`config.mk`:
```
export PLATFORM = sky130hd
export DESIGN_NAME = inverted_uart_transceiver_unit_flat
export DESIGN_NICKNAME = d
export VERILOG_FILES = /design/src/rtl/core/iutu_pkg.sv /design/src/rtl/core/iutu_stream_if.sv /design/src/rtl/core/iutu_engine.sv /design/src/rtl/core/iutu_out_stage.sv /design/src/rtl/core/inverted_uart_transceiver_unit.sv /design/src/flat_wrapper.sv
export SDC_FILE = /design/constraint.sdc
export NUM_CORES = 1
export LEC_CHECK = 0
export BUFFER_PORTS_ARGS = -buffer_cell sky130_fd_sc_hd__buf_2
export CAP_MARGIN = 10
export CORE_ASPECT_RATIO = 2
export CORE_MARGIN = 1.5
export CORE_UTILIZATION = 55
export DETAILED_ROUTE_END_ITERATION = 10
export PLACE_DENSITY = 0.75
export RECOVER_POWER = 100
export SLEW_MARGIN = 20
export SYNTH_ARGS = -nofsm -noshare
export SYNTH_HDL_FRONTEND = slang
export SYNTH_SLANG_ARGS = --single-unit
```
`constraint.sdc`:
```
create_clock -name clk -period 7.2 [get_ports clk]
set_clock_uncertainty 0.2 [all_clocks]
set_input_delay 1.08 -clock clk [delete_from_list [all_inputs] [get_ports clk]]
set_output_delay 1.08 -clock clk [all_outputs]
set_load 0.02 [all_outputs]
```
`src/rtl/core/iutu_pkg.sv`:
```
// ----------------------------------------------------------------------------
// iutu_pkg
// shared types and constants of the inverted uart transceiver
// ----------------------------------------------------------------------------
package iutu_pkg;

    // command codes of an input word
    localparam logic [1:0] CMD_NONE = 2'd0;
    localparam logic [1:0] CMD_SEND = 2'd1;
    localparam logic [1:0] CMD_RECV = 2'd2;

    localparam int          TICK_W           = 17;
    localparam int          BYTE_BITS        = 8;
    localparam logic [15:0] BIT_PERIOD_RESET = 16'd304;

    typedef enum logic [3:0] {
        MODE_IDLE    = 4'b0001,
        MODE_TX      = 4'b0010,
        MODE_RX_WAIT = 4'b0100,
        MODE_RX_DATA = 4'b1000
    } mode_t;

    typedef struct packed {
        logic [1:0]  command;
        logic [7:0]  tx_data;
        logic [31:0] timeout_ticks;
        logic        line_level;
    } in_word_t;

    typedef struct packed {
        logic       line_out;
        logic       drive_enable;
        logic       busy_res;
        logic       byte_valid;
        logic [7:0] rx_data;
        logic       timed_out;
    } out_word_t;

endpackage

```
`src/rtl/core/iutu_stream_if.sv`:
```
// ----------------------------------------------------------------------------
// iutu_stream_if
// valid/ready channel carrying one word of a given payload type
// ----------------------------------------------------------------------------
interface iutu_stream_if #(
    parameter type payload_t = logic
) ();
    logic     valid;
    logic     ready;
    payload_t payload;

    modport source (output valid, output payload, input ready);
    modport sink (input valid, input payload, output ready);
endinterface

```
`src/rtl/core/iutu_engine.sv`:
```
// ----------------------------------------------------------------------------
// iutu_engine
// frame state of the transceiver, advanced by one tick per accepted word
// ----------------------------------------------------------------------------
module iutu_engine
    import iutu_pkg::*;
#(
    parameter int DATA_BITS = 8
) (
    input  logic        clk,
    input  logic        rst_n,
    input  logic [15:0] bit_period,
    input  logic        take,
    input  in_word_t    in_word,
    output out_word_t   result
);

    localparam int BIT_IDX_W = ($clog2(DATA_BITS + 3) > 4) ? $clog2(DATA_BITS + 3) : 4;
    localparam logic [BIT_IDX_W-1:0] LAST_TX_IDX = BIT_IDX_W'(DATA_BITS + 1);
    localparam logic [BIT_IDX_W-1:0] DATA_IDX    = BIT_IDX_W'(DATA_BITS);
    localparam logic [BIT_IDX_W-1:0] BYTE_IDX    = BIT_IDX_W'(BYTE_BITS);
    localparam logic [BIT_IDX_W-1:0] IDX_ONE     = BIT_IDX_W'(1);

    mode_t                mode_reg, mode_next;
    logic [BIT_IDX_W-1:0] idx_reg, idx_next;
    logic [TICK_W-1:0]    tick_reg, tick_next;
    logic [31:0]          wait_reg, wait_next;
    logic [7:0]           shift_reg, shift_next;

    logic [TICK_W-1:0]    period_ext;
    logic [TICK_W-1:0]    target;
    logic [TICK_W-1:0]    tick_inc;
    logic [BIT_IDX_W-1:0] idx_inc;
    logic [BIT_IDX_W-1:0] tx_pos;
    logic [31:0]          wait_src;
    logic [31:0]          wait_dec;
    logic                 watch;

    assign period_ext = {1'b0, bit_period};
    assign target     = (idx_reg == '0) ? (period_ext + {2'b0, bit_period[15:1]}) : period_ext;
    assign tick_inc   = tick_reg + 1'b1;
    assign idx_inc    = idx_reg + 1'b1;
    assign wait_src   = (mode_reg == MODE_IDLE) ? in_word.timeout_ticks : wait_reg;
    assign wait_dec   = (wait_src != '0) ? (wait_src - 1'b1) : wait_src;

    always_comb
    begin
        mode_next  = mode_reg;
        idx_next   = idx_reg;
        tick_next  = tick_reg;
        wait_next  = wait_reg;
        shift_next = shift_reg;
        watch      = 1'b0;
        result     = '0;

        unique case (mode_reg)
            MODE_IDLE:
            begin
                if (in_word.command == CMD_SEND)
                begin
                    mode_next  = MODE_TX;
                    shift_next = in_word.tx_data;
                    idx_next   = '0;
                    tick_next  = TICK_W'(1);
                end
                else if (in_word.command == CMD_RECV)
                begin
                    if (in_word.timeout_ticks == '0)
                        result.timed_out = 1'b1;
                    else
                        watch = 1'b1;
                end
            end
            MODE_TX:
            begin
                if (tick_reg >= period_ext)
                begin
                    idx_next  = idx_inc;
                    tick_next = TICK_W'(1);
                    if (idx_inc > LAST_TX_IDX)
                    begin
                        mode_next = MODE_IDLE;
                        idx_next  = '0;
                        tick_next = '0;
                    end
                end
                else
                    tick_next = tick_inc;
            end
            MODE_RX_WAIT:
                watch = 1'b1;
            MODE_RX_DATA:
            begin
                if (tick_inc >= target)
                begin
                    tick_next = '0;
                    if (idx_reg < BYTE_IDX && !in_word.line_level)
                        shift_next[idx_reg[2:0]] = 1'b1;
                    idx_next = idx_inc;
                    if (idx_inc >= DATA_IDX)
                    begin
                        result.byte_valid = 1'b1;
                        result.rx_data    = shift_next;
                        mode_next         = MODE_IDLE;
                        idx_next          = '0;
                    end
                end
                else
                    tick_next = tick_inc;
            end
            default:
                mode_next = MODE_IDLE;
        endcase

        // start-level check while waiting for a frame
        if (watch)
        begin
            if (in_word.line_level)
            begin
                mode_next  = MODE_RX_DATA;
                tick_next  = '0;
                idx_next   = '0;
                shift_next = '0;
                wait_next  = wait_src;
            end
            else
            begin
                wait_next = wait_dec;
                if (wait_dec == '0)
                begin
                    mode_next        = MODE_IDLE;
                    result.timed_out = 1'b1;
                end
                else
                    mode_next = MODE_RX_WAIT;
            end
        end

        // pin view after this tick
        tx_pos = idx_next - IDX_ONE;
        if (mode_next == MODE_TX)
        begin
            result.drive_enable = 1'b1;
            if (idx_next == '0)
                result.line_out = 1'b1;
            else if (idx_next <= DATA_IDX)
                result.line_out = (tx_pos < BYTE_IDX) ? !shift_next[tx_pos[2:0]] : 1'b1;
            else
                result.line_out = 1'b0;
        end
        result.busy_res = (mode_next != MODE_IDLE);
    end

    always_ff @(posedge clk or negedge rst_n)
    begin
        if (!rst_n)
        begin
            mode_reg  <= MODE_IDLE;
            idx_reg   <= '0;
            tick_reg  <= '0;
            wait_reg  <= '0;
            shift_reg <= '0;
        end
        else if (take)
        begin
            mode_reg  <= mode_next;
            idx_reg   <= idx_next;
            tick_reg  <= tick_next;
            wait_reg  <= wait_next;
            shift_reg <= shift_next;
        end
    end

endmodule

```
`src/rtl/core/iutu_out_stage.sv`:
```
// ----------------------------------------------------------------------------
// iutu_out_stage
// result register toward the output channel
// ----------------------------------------------------------------------------
module iutu_out_stage
    import iutu_pkg::*;
(
    input  logic      clk,
    input  logic      rst_n,
    input  logic      load,
    input  out_word_t word,
    output logic      can_load,
    iutu_stream_if.source out_ch
);

    logic      valid_reg;
    out_word_t word_reg;

    // a new word may enter when the register is empty or when the held one leaves in the same cycle
    assign can_load       = !valid_reg || out_ch.ready;
    assign out_ch.valid   = valid_reg;
    assign out_ch.payload = word_reg;

    always_ff @(posedge clk or negedge rst_n)
    begin
        if (!rst_n)
            valid_reg <= 1'b0;
        else if (can_load)
            valid_reg <= load;
    end

    always_ff @(posedge clk)
    begin
        if (load)
            word_reg <= word;
    end

endmodule

```
`src/rtl/core/inverted_uart_transceiver_unit.sv`:
```
// ----------------------------------------------------------------------------
// inverted_uart_transceiver_unit
// half-duplex 8N1 uart on one shared pin with inverted line polarity
// ----------------------------------------------------------------------------
// Each input word is one clock tick of the serial line: the sampled pin level
// plus an optional command (send tx_data, or wait up to timeout_ticks for a
// start bit and receive a byte). Every accepted word yields exactly one result
// word with the pin drive, busy flag and receive/timeout pulses after that
// tick. The line idles low, the start bit is high and a data 1 is a low level.
// Sampling is mid-bit: 1.5 bit periods after the start edge, then every
// period. One word is taken per clock cycle; the result appears in the output
// register in the next cycle, and the input stalls only while that register
// is full and not taken. bit_period is written through bit_period_we and
// bit_period_wdata and takes effect on the next tick, reset value 304.
// ----------------------------------------------------------------------------
module inverted_uart_transceiver_unit
    import iutu_pkg::*;
#(
    parameter int DATA_BITS = 8
) (
    input  logic        clk,
    input  logic        rst_n,
    input  logic        bit_period_we,
    input  logic [15:0] bit_period_wdata,
    iutu_stream_if.sink   in_ch,
    iutu_stream_if.source out_ch
);

    logic [15:0] bit_period_reg;
    logic        take;
    logic        can_load;
    out_word_t   result;

    // config register, ticks per serial bit
    always_ff @(posedge clk or negedge rst_n)
    begin
        if (!rst_n)
            bit_period_reg <= BIT_PERIOD_RESET;
        else if (bit_period_we)
            bit_period_reg <= bit_period_wdata;
    end

    // a tick is taken whenever the result register has room
    assign in_ch.ready = can_load;
    assign take        = in_ch.valid && can_load;

    // frame state and next-tick logic
    iutu_engine #(
        .DATA_BITS (DATA_BITS)
    ) u_engine (
        .clk        (clk),
        .rst_n      (rst_n),
        .bit_period (bit_period_reg),
        .take       (take),
        .in_word    (in_ch.payload),
        .result     (result)
    );

    // result register decoupling the output handshake
    iutu_out_stage u_out_stage (
        .clk      (clk),
        .rst_n    (rst_n),
        .load     (take),
        .word     (result),
        .can_load (can_load),
        .out_ch   (out_ch)
    );

endmodule

```
`src/flat_wrapper.sv`:
```
// flat-port wrapper written by rule: the top's interface ports become plain ports
module inverted_uart_transceiver_unit_flat import iutu_pkg::*;
#(
    parameter int DATA_BITS = 8
)
  (clk, rst_n, bit_period_we, bit_period_wdata, in_ch_valid, in_ch_payload, in_ch_ready, out_ch_valid, out_ch_payload, out_ch_ready);
  iutu_stream_if #(.payload_t(in_word_t)) in_ch_i ();
  iutu_stream_if #(.payload_t(out_word_t)) out_ch_i ();
  input  logic clk;
  input  logic rst_n;
  input  logic bit_period_we;
  input  logic [15:0] bit_period_wdata;
  input wire logic [$bits(in_ch_i.valid)-1:0] in_ch_valid;
  input wire logic [$bits(in_ch_i.payload)-1:0] in_ch_payload;
  output wire logic [$bits(in_ch_i.ready)-1:0] in_ch_ready;
  output wire logic [$bits(out_ch_i.valid)-1:0] out_ch_valid;
  output wire logic [$bits(out_ch_i.payload)-1:0] out_ch_payload;
  input wire logic [$bits(out_ch_i.ready)-1:0] out_ch_ready;
  assign in_ch_i.valid = in_ch_valid;
  assign in_ch_i.payload = in_ch_payload;
  assign in_ch_ready = in_ch_i.ready;
  assign out_ch_valid = out_ch_i.valid;
  assign out_ch_payload = out_ch_i.payload;
  assign out_ch_i.ready = out_ch_ready;
  inverted_uart_transceiver_unit #(.DATA_BITS(DATA_BITS)) u_core (.clk(clk), .rst_n(rst_n), .bit_period_we(bit_period_we), .bit_period_wdata(bit_period_wdata), .in_ch(in_ch_i), .out_ch(out_ch_i));
endmodule
```
Yosys cells after proc, flatten, opt, wreduce, memory -nomap -nowiden
Index checks and enable logic that the tools add are counted.
{ "classes": {"n_reduce_logical": 15, "bitwise_logic": 1, "addsub": 5, "n_mux": 54, "eq_ne": 8, "n_lt_le_gt_ge": 10} }
{ "op_table": {"columns": ["cell", "n"], "rows": [
  ["$mux 17", 6],
  ["$mux 32", 3],
  ["$logic_not 32->1", 2],
  ["$mux 4", 14],
  ["$pmux 17 s3", 1],
  ["$mux 8", 5],
  ["$reduce_bool 32->1", 1],
  ["$sub 32x1->32 const B", 1],
  ["$add 16x15->17", 1],
  ["$add 17x1->17 const B", 1],
  ["$ge 17x16->1", 1],
  ["$ge 17x17->1", 1],
  ["$mux 1", 17],
  ["$pmux 4 s4", 1],
  ["$pmux 8 s2", 1],
  ["$pmux 4 s3", 1],
  ["$mux 9", 1],
  ["$eq 4x2->1 const B", 2],
  ["$logic_not 4->1", 2],
  ["$lt 3x4->1 const B", 2],
  ["$lt 4x4->1 const B", 2],
  ["$or 8x8->8", 1],
  ["$add 4x1->4 const B", 1],
  ["$eq 4x1->1 const B", 1],
  ["other kinds (19)", 24]
]} }
{ "word_totals": {"regBits": 95, "out_inout_bits": 15, "elab_cells": 106, "input_bits": 64} }

Logic depth before layout (Yosys ltp)
{ "depth": {"depth_word": 16, "mapped_depth": 23, "ltp_nobuf": 23} }

Cells and area by module
A second synthesis with hierarchy kept.
{ "hier_totals": {"hier_cells": 963, "hier_area_um2": 8134.1} }
{ "modules_own_cells": {"columns": ["mod", "seq_area_each_um2", "n_inst", "area_per_inst_um2", "cells_per_inst"], "rows": [
  ["iutu_engine", 1627.8, 1, 7036.7, 912],
  ["inverted_uart_transceiver_unit", 404.1, 1, 659.4, 35],
  ["iutu_out_stage", 415.4, 1, 437.9, 16]
]} }

Worst setup path before layout
No wires, ideal clock.
{ "synth_path": {"path_kind": "register -> register", "startpoint": "register u_core.bit_period_reg[1]", "endpoint": "register u_core.u_out_stage.word_reg (netlist bit u_core.u_out_stage.out_ch.payload[12]) (data pin)", "t_required_ns": 6.793, "setup_time_ns": 0.207, "setup_slack_ns": 1.294, "t_arrival_ns": 5.499, "synth_period_minus_slack_ns": 5.906, "path_buffers": 0, "path_stages_with_launch": 24, "cell_sequence": "dfrtp_1 > ha_1 > fa_1 > a21o_1 > a21oi_1 > o21bai_1 > a21o_1 > a211oi_1 > o31ai_1 > o311a_1 > o21a_1 > o31ai_1 > ha_1 > a21o_1 > a21o_1 > a21oi_1 > nand3_1 > mux2_2 > a221o_1 > nand2_1 > ha_1 > mux4_2 > a211oi_1 > a2111oi_0"} }
{ "synth_between": {"elab_chain_cells": 14, "word_cells_on_any_way": 28, "classes_between": "2 x add/sub; 4 x order compare; 1 x eq/ne; 19 x mux; 2 x reduce/logical"} }
{ "synth_lines": {"columns": ["item", "line", "source"], "rows": [
  ["from (decl)", "inverted_uart_transceiver_unit.sv:29", "logic [15:0] bit_period_reg;"],
  ["from (signal assigned)", "inverted_uart_transceiver_unit.sv:40", "bit_period_reg <= bit_period_wdata;"],
  ["$add 16x15->17", "iutu_engine.sv:40", "assign target = (idx_reg == '0) ? (period_ext + {2'b0, bit_period[15:1]}) : period_ext;"],
  ["$mux 17", "iutu_engine.sv:40", null],
  ["$ge 17x17->1", "iutu_engine.sv:94", "if (tick_inc >= target)"],
  ["$mux 4", "iutu_engine.sv:94", null],
  ["$pmux 4 s3", "iutu_engine.sv:56", "unique case (mode_reg)"],
  ["$mux 4", "iutu_engine.sv:118", "if (in_word.line_level)"],
  ["$mux 4", "iutu_engine.sv:116", "if (watch)"],
  ["$sub 4x1->4", "iutu_engine.sv:140", "tx_pos = idx_next - IDX_ONE;"],
  ["$bmux 1 s3", "iutu_engine.sv:147", "result.line_out = (tx_pos < BYTE_IDX) ? !shift_next[tx_pos[2:0]] : 1'b1;"],
  ["$mux 1 (implied by the code)", "iutu_engine.sv:147", null],
  ["$logic_not 1->1", "iutu_engine.sv:147", null],
  ["$mux 1", "iutu_engine.sv:147", null],
  ["$mux 1", "iutu_engine.sv:146", "else if (idx_next <= DATA_IDX)"],
  ["$mux 1", "iutu_engine.sv:144", "if (idx_next == '0)"],
  ["to (signal assigned)", "iutu_out_stage.sv:35", "word_reg <= word;"],
  ["to (decl)", "iutu_out_stage.sv:17", "out_word_t word_reg;"]
]} }
Parallel ways exist; a longest one is shown, timed or not. The select of a mux whose other input is x is not followed.
A chain may end at the register's enable or synchronous reset.

Worst setup path in the final report
Same ends and word-level chain as after synthesis.

==> flow_summary.ini <==
[status]
outcome = complete, but fails checks
violations = max-capacitance violations, max-slew violations

[cts]
cts_buffer_depth = 2
post_cts_buffers = 0
clock_sinks = 95
cts_tree = done
root_buffer = clkbuf_16
clk_pin_slew_worst_paths_ns = 0.07
h-tree-depth = 3
clock_latency_ns = 0.37
cts_made_buffers = 9

[setup_path]
crit_top_cell = a21o_1
critical_path.max_stage_delay_ns = 0.44
cp.buffers_inverters = 0
timing.setup.critical_path_class = flop to flop
startpoint_type = flop
cp.arrival_ns = 6.50
required_ns = 7.14
reg2reg_slack_ns = 0.65
cp_slowest_cell = mux2_1
worstSetupEndpointType = flop
path_cells = ha_1 -> fa_1 -> a21o_1 -> a21oi_1 -> o21bai_1 -> a21o_1 -> a211oi_2 -> o31ai_1 -> o311a_1 -> o21a_1 -> o31ai_1 -> ha_1 -> a21o_1 -> a21o_1 -> a21oi_1 -> nand3_1 -> mux2_1 -> a221o_1 -> nand2_1 -> ha_1 -> mux4_2 -> a211oi_1 -> a2111oi_0
critPathMaxFanout = 9
critPathTopFamily = compound AO/OA/AOI/OAI gates

[synthesis]
syn_inst = 1106
ys_warn_count = 0
synth_top_area_share_pct = 22.4
synth-simple-area-share_pct = 24.8
synth_xor_xnor_area_share_pct = 4.33
syn-num-nets = 1227
yosys-top-cells-count = 127 x nor2_1, 118 x nand2_1, 91 x o21ai_0, 78 x dfrtp_1, 73 x a21oi_1
yosys.area_share.adder_pct = 8.28
synth-seq-area-share_pct = 28.1
synth_top_area_cell = dfrtp_1
syn_avg_cell_area_um2 = 7.87
synth_top_family_by_area = compound AO/OA/AOI/OAI gates
synth_compound_area_share_pct = 25.7
yosysMostFrequentCell = nor2_1
async_reset_ff_share_pct = 86.3
syn_area_mm2 = 0.00870
synth_cell_types = 79
synth-main-ff-cell = dfrtp_1
synth_edf_count = 13
synth_area_leaders = dfrtp_1 22%, ha_1 8.1%, nor2_1 5.5%
synth-seq-cells = 95
synthMuxAreaShare_pct = 4.57

[timing]
timing.fmax_ghz = 0.153
hold_viol = 0
worst_hold_slack_ns = 0.324
fin_crit_sh_pct = 91.0
max_slew_margin_pct = -84.2
rsz0062_at_grt = no
finalSetupTns_ns = 0
slew_viol_final = 154
finalCriticalPeriod_ns = 6.55
setup_viol = 0
worst_pin_slew_ns = 2.76

[global_routing]
grt_max_degree = 65
track_usage_pct = 34.1
grt_first_pass_wirelength_um = 44400
grt_pass1_vias = 8849
antenna_found_initial = 0
grt.overflow.total = 0

[floorplan]
ios = 79
die_width_um = 92.0
die_y_um = 181
num_rows = 64
initial_core_util_pct = 56.6
die_area_mm2 = 0.0166
coreArea_mm2 = 0.0154

[placed_design]
dpl.cell_count = 1339
port_buffers = 78
dp_hpwl_um = 21400
routabilityCongestion = 1.01

[drt]
route.detailed.drc = 0
wire_per_inst_um = 20.5
routed_via_density = 6.61
firstDrtPassIters = 5
routed-via-count = 8953
drt-initial-drc-count = 486
ant_nets = 0
finalWirelength_um = 27800

[layout]
nNetsFinal = 1273
area_growth_pct = 8.99
final_layout_size_suffix_gt1_share_pct = 9.51
largest_reg_flops = 32
diodes = 0
fin_cells = 1355
nFillCells = 1440
final_util_pct = 61.7

[power]
leakage_nw = 4.10
p_per_area_mw_per_mm2 = 335
peakVddDrop_v = 0.000220

[worst_hold_path]
hp-class = flop to flop

[run]
max_cap_viol_count = 4
what timing repair did:
action	4_1_cts	5_1_grt
hold buffers	0	0
setup endpoints to repair	0	1
resized for setup	0	1
tightest hold or removal path, cell delays in order (launching register included):
cell	delay, ns
dfrtp_1	0.37
nand2_1	0.05
o21ai_0	0.06
layout make-up:
class | instances | area [um2] | area share, %
Clock buffer | 10 | 229 | 2.41
Clock inverter | 6 | 90.1 | 0.950
Inverter | 41 | 154 | 1.62
Multi-Input combinational cell | 916 | 5890 | 62.1
Sequential cell | 95 | 2450 | 25.8
Tap cell | 198 | 248 | 2.61
Timing Repair Buffer | 89 | 424 | 4.47
stage by stage:
stage / worst slack [ns] / total power, mW / instance area, um2
finish: 0.646 / 3.17 / 9490
global route: 0.0957 / 3.39 / 9490
CTS: 0.574 / 3.14 / 9540
detailed placement: 0.609 / 2.60 / 9220
global placement: 0.773 / 2.56 / 9220
floorplan: 1.29 / 2.13 / 8700
power by group:
group	leakage [nW]	total, mW	internal (mW)	switching, mW
clock network	0.153	0.543	0.307	0.236
registers	1.17	0.895	0.686	0.209
logic	2.78	1.74	0.642	1.10
routing by layer:
layer / part of all wire [%] / global-route usage, % / vias to the layer above
li1: - / - / 4204
met1: 33 / 32.8 / 4195
met2: 54 / 63.4 / 401
met3: 4.8 / 3.83 / 153
met4: 8.3 / 27.2 / 0
met5: 0 / 0 / -
logic make-up (layout without fill, tap and decap cells):
logic type               count (synthesis)  count (layout)
flip-flops                              95              95
XOR/XNOR                                43              43
buffers and inverters                   95             146
AND/OR/NAND/NOR                        443             443
AO/OA/AOI/OAI                          336             336
multiplexers                            37              37
adder cells (fa/ha/maj)                 57              57
placed cells by master, fill, tap and decap left out, types with 4 or more instances in the layout:
| cell | Yosys | layout |
|---|---|---|
| o311ai_0 | 4 | 4 |
| inv_1 | 39 | 39 |
| nand4_1 | 6 | 6 |
| a31oi_1 | 14 | 14 |
| nor3_1 | 38 | 38 |
| a21oi_1 | 73 | 73 |
| edfxtp_1 | 13 | 13 |
| clkbuf_16 | 0 | 9 |
| or2_2 | 12 | 12 |
| clkbuf_1 | 46 | 26 |
| o31ai_1 | 6 | 6 |
| ha_1 | 56 | 56 |
| a211oi_1 | 14 | 13 |
| buf_2 | 0 | 60 |
| or4_1 | 9 | 9 |
| xor2_1 | 20 | 20 |
| o211ai_1 | 7 | 7 |
| buf_4 | 0 | 4 |
| dfstp_2 | 4 | 4 |
| a22oi_1 | 4 | 4 |
| and4_1 | 4 | 4 |
| o32ai_1 | 8 | 8 |
| o22ai_1 | 11 | 11 |
| nor2_1 | 127 | 126 |
| nor4b_1 | 7 | 6 |
| nand3_1 | 28 | 28 |
| and3_1 | 20 | 20 |
| nand3b_1 | 5 | 5 |
| xnor2_1 | 23 | 23 |
| and2_1 | 5 | 4 |
| a22o_1 | 16 | 16 |
| o21a_1 | 21 | 21 |
| a21o_1 | 14 | 14 |
| dfrtp_1 | 78 | 78 |
| nor4_1 | 22 | 22 |
| nand2_1 | 118 | 118 |
| mux2i_1 | 33 | 33 |
| nand2b_1 | 18 | 18 |
| o21ai_0 | 91 | 92 |
| or3_1 | 13 | 13 |
final timing paths:
kind                                                           from                                                  end  cells past startpoint
max                            u_core.bit_period_reg[1]$_DFFE_PN0P_  u_core.u_out_stage.out_ch.payload[12]$_SDFFCE_PN0P_                     23
min                        u_core.u_engine.shift_reg[7]$_DFFE_PN0P_             u_core.u_engine.shift_reg[7]$_DFFE_PN0P_                      2
max reg2reg                    u_core.bit_period_reg[1]$_DFFE_PN0P_  u_core.u_out_stage.out_ch.payload[12]$_SDFFCE_PN0P_                     23
min reg2reg                u_core.u_engine.shift_reg[7]$_DFFE_PN0P_             u_core.u_engine.shift_reg[7]$_DFFE_PN0P_                      2
max in group asynchronous                                     rst_n             u_core.u_engine.shift_reg[6]$_DFFE_PN0P_                      2
min in group asynchronous                                     rst_n              u_core.u_engine.wait_reg[2]$_DFFE_PN0P_                      1
No activity file was read; power rests on OpenSTA's default activity.
